$ cat src/design/cje_pkg.sv
// Shared constants and types of the classical Jacobi eigen solver.
package cje_pkg;

  localparam int unsigned IDX_W     = 3;
  localparam int unsigned DATA_W    = 32;
  localparam int unsigned TOL_W     = 31;
  localparam int unsigned LIM_W     = 5;
  localparam int unsigned CFG_IDX_W = 2;
  localparam int unsigned WIDE_W    = 64;
  localparam int unsigned OPND_W    = 34;
  localparam int unsigned PROD_W    = 2 * OPND_W;
  localparam int unsigned ACC_W     = PROD_W + 2;
  localparam int unsigned DIV_W     = 34;

  localparam int unsigned N_DEFAULT    = 4;
  localparam int unsigned FRAC_DEFAULT = 24;

  localparam logic [CFG_IDX_W-1:0] CFG_SIZE_USED  = 2'd0;
  localparam logic [CFG_IDX_W-1:0] CFG_TOLERANCE  = 2'd1;
  localparam logic [CFG_IDX_W-1:0] CFG_ITER_LIMIT = 2'd2;

  localparam logic [IDX_W-1:0] SIZE_RESET = 3'd4;
  localparam logic [TOL_W-1:0] TOL_RESET  = 31'd17;
  localparam logic [LIM_W-1:0] LIM_RESET  = 5'd20;

  typedef enum logic {
    UNIT_SQRT = 1'b0,
    UNIT_DIV  = 1'b1
  } unit_op_e;

  typedef struct packed {
    logic     start;
    unit_op_e op;
  } unit_req_t;

endpackage

$ cat src/design/cje_divsqrt.sv
// Iterative unit for the integer square root and the unsigned division.
module cje_divsqrt
  import cje_pkg::*;
(
  input  logic              clk_i,
  input  logic              rst_ni,
  input  unit_req_t         req_i,
  input  logic [WIDE_W-1:0] opa_i,
  input  logic [DIV_W-1:0]  divisor_i,
  output logic              done_o,
  output logic [WIDE_W-1:0] result_o
);

  localparam int unsigned CNT_W = $clog2(WIDE_W);
  localparam logic [CNT_W-1:0] SQRT_LAST = CNT_W'(WIDE_W / 2 - 1);
  localparam logic [CNT_W-1:0] DIV_LAST  = CNT_W'(WIDE_W - 1);
  localparam logic [WIDE_W-1:0] BIT_TOP  = WIDE_W'(1) << (WIDE_W - 2);

  logic              busy_q, busy_d;
  logic              done_q, done_d;
  unit_op_e          op_q, op_d;
  logic [CNT_W-1:0]  cnt_q, cnt_d;
  logic [WIDE_W-1:0] x_q, x_d;
  logic [WIDE_W-1:0] res_q, res_d;
  logic [WIDE_W-1:0] bit_q, bit_d;
  logic [DIV_W:0]    rem_q, rem_d;
  logic [DIV_W-1:0]  div_q, div_d;
  logic [WIDE_W-1:0] trial;
  logic [DIV_W:0]    rem_sh;

  always_comb begin
    busy_d = busy_q;
    done_d = 1'b0;
    op_d   = op_q;
    cnt_d  = cnt_q;
    x_d    = x_q;
    res_d  = res_q;
    bit_d  = bit_q;
    rem_d  = rem_q;
    div_d  = div_q;
    trial  = res_q + bit_q;
    rem_sh = {rem_q[DIV_W-1:0], x_q[WIDE_W-1]};
    if (req_i.start && !busy_q) begin
      busy_d = 1'b1;
      op_d   = req_i.op;
      cnt_d  = '0;
      x_d    = opa_i;
      res_d  = '0;
      bit_d  = BIT_TOP;
      rem_d  = '0;
      div_d  = divisor_i;
    end else if (busy_q) begin
      if (op_q == UNIT_DIV) begin
        if (rem_sh >= {1'b0, div_q}) begin
          rem_d = rem_sh - {1'b0, div_q};
          x_d   = {x_q[WIDE_W-2:0], 1'b1};
        end else begin
          rem_d = rem_sh;
          x_d   = {x_q[WIDE_W-2:0], 1'b0};
        end
      end else begin
        if (x_q >= trial) begin
          x_d   = x_q - trial;
          res_d = (res_q >> 1) + bit_q;
        end else begin
          res_d = res_q >> 1;
        end
        bit_d = bit_q >> 2;
      end
      cnt_d = cnt_q + CNT_W'(1);
      if (cnt_q == ((op_q == UNIT_DIV) ? DIV_LAST : SQRT_LAST)) begin
        busy_d = 1'b0;
        done_d = 1'b1;
      end
    end
  end

  always_ff @(posedge clk_i or negedge rst_ni) begin
    if (!rst_ni) begin
      busy_q <= 1'b0;
      done_q <= 1'b0;
      op_q   <= UNIT_SQRT;
      cnt_q  <= '0;
    end else begin
      busy_q <= busy_d;
      done_q <= done_d;
      op_q   <= op_d;
      cnt_q  <= cnt_d;
    end
  end

  always_ff @(posedge clk_i) begin
    x_q   <= x_d;
    res_q <= res_d;
    bit_q <= bit_d;
    rem_q <= rem_d;
    div_q <= div_d;
  end

  assign done_o   = done_q;
  assign result_o = (op_q == UNIT_DIV) ? x_q : res_q;

endmodule

$ cat config.mk
export PLATFORM = sky130hd
export DESIGN_NAME = cje_divsqrt
export DESIGN_NICKNAME = d
export VERILOG_FILES = /design/src/design/cje_pkg.sv /design/src/design/cje_divsqrt.sv
export SDC_FILE = /design/constraint.sdc
export NUM_CORES = 1
export LEC_CHECK = 0
export ABC_AREA = 1
export CAP_MARGIN = 5
export CELL_PAD_IN_SITES_DETAIL_PLACEMENT = 0
export CELL_PAD_IN_SITES_GLOBAL_PLACEMENT = 1
export CORE_MARGIN = 2
export CORE_UTILIZATION = 41
export DETAILED_ROUTE_END_ITERATION = 7
export DONT_BUFFER_PORTS = 1
export PLACE_DENSITY = 0.84
export REMOVE_ABC_BUFFERS = 1
export SLEW_MARGIN = 5
export SYNTH_ARGS = -nofsm -noshare
export SYNTH_HDL_FRONTEND = slang
export SYNTH_SLANG_ARGS = --single-unit
export TNS_END_PERCENT = 5
$ cat constraint.sdc
create_clock -name clk_i -period 4.9 [get_ports clk_i]
set_input_delay 0.98 -clock clk_i [delete_from_list [all_inputs] [get_ports clk_i]]
set_output_delay 0.98 -clock clk_i [all_outputs]
set_load 0.02 [all_outputs]
# [Yosys cells after proc, flatten, opt, wreduce, memory -nomap -nowiden]
# Index checks and enable logic that the tools add are counted.
[word_totals] rom_bits=0 input_bits=102 out_inout_bits=65 n_memories=0 reg_bits=237 wordCells=42 latch_bits=0 ram_bits=0
[classes] shifts=0 n_lt_le_gt_ge=2 bitwise_logic=1 reduce_logical=7 div=0 eq_ne=1 multipliers=0 mux=17 add_sub_neg=5
[op_table] operator="$mux W64" count=6
[op_table] operator="$add A63 B63 Y64" count=1
[op_table] operator="$add A64 B63 Y64" count=1
[op_table] operator="$ge A64 B64 Y1" count=1
[op_table] operator="$sub A64 B64 Y64" count=1
[op_table] operator="$ge A35 B34 Y1" count=1
[op_table] operator="$mux W34" count=1
[op_table] operator="$sub A34 B34 Y34" count=1
[op_table] operator="$mux W6" count=3
[op_table] operator="$mux W1" count=7
[op_table] operator="$add A6 B1 Y6 const B" count=1
[op_table] operator="$eq A6 B6 Y1" count=1
[op_table] operator="$reduce_and A2 Y1" count=3
[op_table] operator="$reduce_bool A3 Y1" count=1
[op_table] operator="$reduce_bool A2 Y1" count=1
[op_table] operator="$logic_and A1 B1 Y1" count=1
[op_table] operator="$logic_not A1 Y1" count=1
[op_table] operator="$not A1 Y1" count=1

# [Depth between registers and ports, before layout]
# Gate-level depths: netlist of run 1.
[depth] depth_word=6 mapped_depth=31 ltp_nobuf=30

# [Least setup slack after synthesis of run 1]
# OpenSTA, ideal clock, no wires.
[synth_path] path_kind="reg-to-reg" from="register bit_q[4]" to="register x_q[0] (enable)" arrival_ns=4.407 period_less_slack_ns=4.825 setup_time_ns=0.418 setup_slack_ns=0.075 stages_incl_launch_ff=25 t_required_ns=4.482 path_buffers=1 path_cell_list="dfxtp_1 ha_1 nand2_1 o21ai_0 nor2_1 o21ai_0 nand2_1 nand3_1 nand3_1 nand2_1 nand3_1 nand3b_1 nand2_1 ha_1 nand2_1 inv_1 nand2_1 nor2_2 nand2_1 nor3_4 nand2_4 nand2_4 buf_4 o21ai_1 inv_1"
[synth_via] elab_chain_cells=4
[synth_rtl] element="from (decl)" line_no="cje_divsqrt.sv:25" rtl="logic [WIDE_W-1:0] bit_q, bit_d;"
[synth_rtl] element="from (signal assigned)" line_no="cje_divsqrt.sv:95" rtl="bit_q <= bit_d;"
[synth_rtl] element="$add A64 B63 Y64" line_no="cje_divsqrt.sv:41" rtl="trial = res_q + bit_q;"
[synth_rtl] element="$ge A64 B64 Y1" line_no="cje_divsqrt.sv:62" rtl="if (x_q >= trial) begin"
[synth_rtl] element="$reduce_bool A3 Y1 (no line)"
[synth_rtl] element="$reduce_and A2 Y1 (no line)"
[synth_rtl] element="to (signal assigned)" line_no="cje_divsqrt.sv:93" rtl="x_q <= x_d;"
[synth_rtl] element="to (decl)" line_no="cje_divsqrt.sv:23" rtl="logic [WIDE_W-1:0] x_q, x_d;"
# No other way between the ends.
# A chain may end at the register's enable or synchronous reset.

# [Worst setup path after layout of run 1]
[layout_path] from="register bit_q[6]" to="register x_q[59] (enable)"
# The elaborated chain is that of the path after synthesis.

==> metrics.md, run 1 <==
| Metric | Value |
|---|---|
| Root buffer cell | `clkbuf_16` |
| Port bufs | `0` |
| Syn avg cell area | `a little under 6 µm²` |
| Max-slew headroom at the worst pin | `between 20% and 30%` |
| CTS Hold Buffers Added | `0` |
| Mapped Cells | `4488` |
| Final nets | `4733` |
| Crit. Startpoint | `bit_q[6]$_SDFFE_PP0P_` |
| Vias/cell | `5.389` |
| MaxCap Viol Count | `0` |
| Seq/Total Area, Yosys | `between 20% and 30%` |
| Slew @ Worst Pin | `1.118 ns` |
| Overflow after GRT | `0` |
| Chip height | `~260 µm` |
| Synthesized cell area | `26070 µm²` |
| Synth area leader | `nand2_1` |
| Worst-case hold slack | `0.04779 ns` |
| Largest cells by area after synthesis | `nand2_1 21%, edfxtp_1 11%, dfxtp_1 10%` |
| Met3 routed WL | `6718 µm` |
| WL met2 | `approximately 50000 µm` |
| Starting DRT DRC Count | `2700` |
| FF+latch count, synth | `237` |
| Final Critical Period | `about 4.7 ns` |
| Crit path to | `x_q[59]$_DFFE_PP_` |
| Final Setup Violations | `0` |
| WP data arrival | `5.01 ns` |
| CTS buffer count | `29` |
| CTS clock-pin slew for the worst setup and hold paths | `approximately 0.06 ns` |
| Top cell type's share of synthesized area | `20.65%` |
| Ys async rst share | `3.797%` |
| R2R Path End | `x_q[59]$_DFFE_PP_` |
| DR vias | `28.75k` |
| # DRC | `0` |
| CP required | `5.18 ns` |
| Post-synth EDFFs | `98` |
| IO Pins | `167` |
| CP Launch Type | `flip-flop` |
| Setup CP Type | `reg2reg` |
| Finished Cell Area | `28160 µm²` |
| RSZ-0062 raised after global routing | `no` |
| Post-route ant nets | `0` |
| Detailed-placement wirelength estimate | `about 90000 µm` |
| Routed len/inst | `between 20 and 25 µm` |
| Global-route wire length before repair | `~160000 µm` |
| Largest net degree at the start of global routing | `193` |
| Fin. max-slew vios | `0` |
| RR Startpoint | `bit_q[6]$_SDFFE_PP0P_` |
| Die width | `256.2 µm` |
| Initial antenna violation count | `6` |
| Crit end category | `flip-flop` |
| Clock Latency Late Sink | `0.62 ns` |
| Fin crit share | `96.52%` |
| Top sig layer | `met5` |
| H-tree levels | `1` |
| Worst R2R Setup Slack | `0.17 ns` |
| Met1 wire length | `46730 µm` |
| Initial core utilization | `roughly two fifths` |
| Most frequently used flop master after synthesis | `dfxtp_1` |
| TritonCTS clock tree | `done` |
| Most frequent cells in the layout | `1434 x nand2_1, 643 x inv_1, 518 x nor2_1` |
| Library cells used by synthesis | `51` |
| Most common cell after layout, fill and taps aside | `nand2_1` |
| Drt total wl | `109800 µm` |
| Area Overhead vs Synth | `7.996%` |
| Row cnt | `92` |
| Worst hold-check path type | `in2async` |
| Core Region | `62970 µm²` |
| Die area | `about 66000 µm²` |
| FF-to-FF path depth | `24` |
| Placed inst area | `about 27000 µm²` |
| Setup TNS | `0 ns` |
| Vias in the first global route | `27.70k` |
| 1st-pass router iterations | `6` |
| Ys Warns | `0` |
| Fmax | `211.4 MHz` |
| Clk buf depth | `3` |
| Run status | `completed` |
| Worst-case clock skew | `0.04244 ns` |
| Fin. Hold Viols | `0` |
| Share of cells above drive strength 1 | `3.857%` |
| # clock sinks | `237` |
| Final Wtd Congestion | `1.017` |
| Total Routing Usage GR | `32.42%` |
| CP Max Fanout | `37` |
-- worst max-delay path, stage by stage, from the launching register on --
cell      delay, ns
dfxtp_1        0.35
ha_1           0.35
nand2_1        0.11
o21ai_0        0.25
nor2_1         0.10
a21oi_2        0.20
nand2_1        0.09
nand3b_1       0.26
nand2_1        0.08
nand2_1        0.19
nand3_1        0.16
nand3_1        0.13
nand2_1        0.14
ha_1           0.45
nand2_1        0.15
nor2_2         0.20
nand2_1        0.18
inv_1          0.09
nand2_1        0.06
nand2_1        0.14
a21oi_4        0.08
nand2_4        0.13
o21ai_1        0.08
inv_2          0.12
buf_12         0.24
-- cell usage after synthesis, types with 7 or more instances --
cell,instances
dfrtp_1,9
nand3_1,360
o21ai_1,8
buf_1,16
buf_2,49
o21a_1,10
edfxtp_1,98
nor3_1,37
nand3b_1,30
or2_2,7
dfxtp_1,130
o221ai_1,17
a31oi_1,11
o21bai_1,45
nor2_2,8
inv_1,645
clkbuf_1,64
nor2_1,520
o211ai_1,8
ha_1,165
xor2_1,86
nand2_2,10
xnor2_1,43
nand2_1,1434
nand4_1,72
o21ai_0,285
a21oi_1,256
-- registers in the layout, summed over array words and instances (netlist names) --
name / flops
bit_q: 32
busy_q: 1
cnt_q: 6
div_q: 34
done_o: 1
op_q: 1
rem_q: 34
res_q: 64
x_q: 64
-- kinds of logic after synthesis --
kind of cell	after synthesis	share of synthesized area (%)
AO/OA/AOI/OAI	669	14.12
XOR/XNOR	129	4.334
adder cells (fa/ha/maj)	167	8.072
buffers and inverters	786	11.72
flip-flops	237	22.13
AND/OR/NAND/NOR	2500	39.62
-- per-layer routing --
| metal | up-vias | track usage (%) |
|---|---|---|
| met5 | - | 0 |
| met4 | 6 | 14.80 |
| met3 | 236 | 4.179 |
| met2 | 987 | 54.82 |
| met1 | 13127 | 41.01 |
| li1 | 14389 | - |
-- what timing repair did --
item | in CTS | in global routing
gates resized for setup | 0 | 6
setup buffers | 0 | 2
endpoints found under the hold margin | 0 | 0
endpoints found under the setup margin | 0 | 54
-- cell type report --
cell class / count / area, µm²
clock buffers: 45 / 847.1
fillers: 7046 / 34810
inverters: 649 / 2437
diodes: 3 / 7.507
flip-flops and latches: 237 / 5774
multi-input cells: 3465 / 17280
repair buffers: 82 / 690.7
well taps: 846 / 1059
clock inverters: 7 / 65.06
-- worst min-delay path by stage --
stage / cells after the start / slack [ns] / startpoint / end
finish: 0 / 0.05 / rst_ni / done_o$_DFF_PN0_
floorplan: 2 / 0.46 / rem_q[33]$_SDFFE_PP0P_ / rem_q[33]$_SDFFE_PP0P_
global placement: 2 / 0.47 / rem_q[4]$_SDFFE_PP0P_ / rem_q[4]$_SDFFE_PP0P_
global route: 0 / 0.04 / rst_ni / done_o$_DFF_PN0_
detailed placement: 2 / 0.48 / rem_q[4]$_SDFFE_PP0P_ / rem_q[4]$_SDFFE_PP0P_
CTS: 0 / 0.03 / rst_ni / done_o$_DFF_PN0_
-- through the flow --
stage                     std cells  util, %  worst slack [ns]
after CTS                      5329    44.66            0.1533
after global routing           5332    44.71           0.01176
after detailed placement       5277    43.21            0.1847
final                          5334    44.72            0.1706
after global placement         5277    43.21            0.1142
after floorplan                4351        -            -7.210
Power of run 1 is not shown: default switching activity piles up to over one toggle a cycle in this logic, so the estimate is an artifact.
==> inputs of run 2 (changes only) <==
--- a/config.mk
+++ b/config.mk
@@ -10,10 +10,11 @@
 export CELL_PAD_IN_SITES_DETAIL_PLACEMENT = 0
 export CELL_PAD_IN_SITES_GLOBAL_PLACEMENT = 1
 export CORE_MARGIN = 2
-export CORE_UTILIZATION = 41
+export CORE_UTILIZATION = 42
+export CTS_BUF_LIST = sky130_fd_sc_hd__clkbuf_2 sky130_fd_sc_hd__clkbuf_4 sky130_fd_sc_hd__clkbuf_8
 export DETAILED_ROUTE_END_ITERATION = 7
 export DONT_BUFFER_PORTS = 1
-export PLACE_DENSITY = 0.84
+export PLACE_DENSITY = 0.86
 export REMOVE_ABC_BUFFERS = 1
 export SLEW_MARGIN = 5
 export SYNTH_ARGS = -nofsm -noshare
==> metrics.md, run 2 (synthesized netlist as in run 1, its figures left out) <==
| Metric | Value |
|---|---|
| Run status | `completed (unchanged)` |
| Worst R2R Setup Slack | `0.28 ns (was 0.17 ns)` |
| Fin. max-slew vios | `0 (unchanged)` |
| IO Pins | `167 (unchanged)` |
| Final Setup Violations | `0 (unchanged)` |
| Sequential cell area | `5774 µm² (unchanged)` |
| Die area | `64080 µm² (was 65620 µm²)` |
| Placed inst area | `27050 µm² (was 27210 µm²)` |
| Fin crit share | `94.35% (was 96.52%)` |
| Chip height | `253.1 µm (was 256.2 µm)` |
| CTS clock-pin slew for the worst setup and hold paths | `0.06 ns (about the same)` |
| # DRC | `0 (unchanged)` |
| Global-route wire length before repair | `161500 µm (was 164500 µm)` |
| CP Max Fanout | `38 (was 37)` |
| Port bufs | `0 (unchanged)` |
| Setup TNS | `0 ns (unchanged)` |
| Vias/cell | `5.488 (was 5.389)` |
| Fillers | `6844 (was 7046)` |
| WP data arrival | `4.97 ns (was 5.01 ns)` |
| Worst-case clock skew | `0.02903 ns (was 0.04244 ns)` |
| Crit end category | `flip-flop (unchanged)` |
| Row cnt | `91 (was 92)` |
| Post-route ant nets | `0 (unchanged)` |
| Slew @ Worst Pin | `1.097 ns (was 1.118 ns)` |
| Drt total wl | `107400 µm (was 109800 µm)` |
| TritonCTS clock tree | `done (unchanged)` |
| Finished Cell Area | `28270 µm² (was 28160 µm²)` |
| CTS buffer count | `47 (was 29)` |
| Largest net degree at the start of global routing | `161 (was 193)` |
| Vias in the first global route | `27.92k (was 27.70k)` |
| Root buffer cell | `clkbuf_8 (was clkbuf_16)` |
| Fin. Hold Viols | `0 (unchanged)` |
| Fmax | `216.3 MHz (was 211.4 MHz)` |
| Largest regs | `res_q (64), x_q (64) (unchanged)` |
| Overflow after GRT | `0 (unchanged)` |
| Clock Latency Late Sink | `0.67 ns (was 0.62 ns)` |
| Die width | `253.1 µm (was 256.2 µm)` |
| Initial core utilization | `42.40% (was 41.41%)` |
| Most common cell after layout, fill and taps aside | `nand2_1 (unchanged)` |
| Final Critical Period | `4.623 ns (was 4.729 ns)` |
| H-tree levels | `2 (was 1)` |
| Core Region | `61480 µm² (was 62970 µm²)` |
| CP Launch Type | `flip-flop (unchanged)` |
| Share of cells above drive strength 1 | `4.590% (was 3.857%)` |
| Setup CP Type | `reg2reg (unchanged)` |
| Final nets | `4740 (was 4733)` |
| Multi-input logic area | `17290 µm² (was 17280 µm²)` |
| Area Overhead vs Synth | `8.432% (was 7.996%)` |
| Final Wtd Congestion | `1.072 (was 1.017)` |
| Initial antenna violation count | `6 (unchanged)` |
| 1st-pass router iterations | `6 (unchanged)` |
| Max-slew headroom at the worst pin | `26.09% (was 24.70%)` |
| Starting DRT DRC Count | `2980 (was 2700)` |
| Most frequent cells in the layout | `1434 x nand2_1, 643 x inv_1, 518 x nor2_1 (unchanged)` |
| Worst hold-check path type | `in2reg (was in2async)` |
| Clk buf depth | `3 (unchanged)` |
| MaxCap Viol Count | `0 (unchanged)` |
| CP required | `5.24 ns (was 5.18 ns)` |
| Detailed-placement wirelength estimate | `87420 µm (was 89800 µm)` |
| # clock sinks | `237 (unchanged)` |
| DR vias | `29.11k (was 28.75k)` |
| Routed len/inst | `20.25 µm (was 20.59 µm)` |
| Total Routing Usage GR | `32.94% (was 32.42%)` |
-- run 2: layer usage --
layer / vias up / routed length [µm] / GRT usage (%)
met1: 13274 / 43900 / 40.60
met2: 1138 / 49310 / 55.12
li1: 14428 / - / -
met5: - / 23 / 0
met4: 4 / 5890 / 16.31
met3: 262 / 8264 / 5.983
-- run 2: final timing paths --
| check | startpoint | to | cells past startpoint |
|---|---|---|---|
| min | divisor_i[12] | div_q[12]$_DFFE_PP_ | 0 |
| min in group asynchronous | rst_ni | op_q$_DFFE_PN0P_ | 1 |
| min reg2reg | rem_q[4]$_SDFFE_PP0P_ | rem_q[4]$_SDFFE_PP0P_ | 2 |
| max reg2reg | bit_q[38]$_SDFFE_PP0P_ | x_q[58]$_DFFE_PP_ | 20 |
| max in group asynchronous | rst_ni | op_q$_DFFE_PN0P_ | 1 |
| max | bit_q[38]$_SDFFE_PP0P_ | x_q[58]$_DFFE_PP_ | 20 |
-- run 2: repair_timing --
item / 4_1_cts / 5_1_grt
endpoints found under the hold margin: 9 / 0
setup endpoints to repair: 0 / 128
gates resized for setup: 0 / 10
hold buffers: 1 / 0
setup buffers: 0 / 2
-- run 2: per-stage QoR --
step | hold slack (ns) | std cells | setup slack, ns | utilization (%)
after floorplan | 0.4592 | 4351 | -7.210 | -
after global placement | 0.4756 | 5209 | 0.1464 | 43.99
after detailed placement | 0.4805 | 5209 | 0.1347 | 43.99
after CTS | 0.3695 | 5298 | 0.1173 | 45.88
after global routing | 0.3713 | 5303 | -0.001110 | 45.97
final | 0.4084 | 5304 | 0.2768 | 45.98
-- run 2: worst max-delay path, cell delays in order, from the launching register on --
cell,delay (ns)
dfxtp_1,0.37
ha_1,0.37
nand2_1,0.09
nor2_1,0.16
inv_1,0.07
nor2_1,0.17
inv_1,0.08
nor3_1,0.45
nand3_1,0.23
nand3_1,0.22
xnor2_1,0.16
ha_1,0.41
nand2_1,0.14
nor2_1,0.23
nand2_1,0.17
nor3_4,0.31
nand2_4,0.10
nand2_4,0.09
o21ai_1,0.07
inv_2,0.11
buf_12,0.24
-- run 2: final cells by class --
type	instances	area share (%)
diodes	4	0.03541
clock buffers	65	2.943
clock inverters	23	1.120
inverters	649	8.622
multi-input cells	3465	61.17
flip-flops and latches	237	20.43
well taps	790	3.497
repair buffers	71	2.186
Power of run 2 is left out for the same reason.
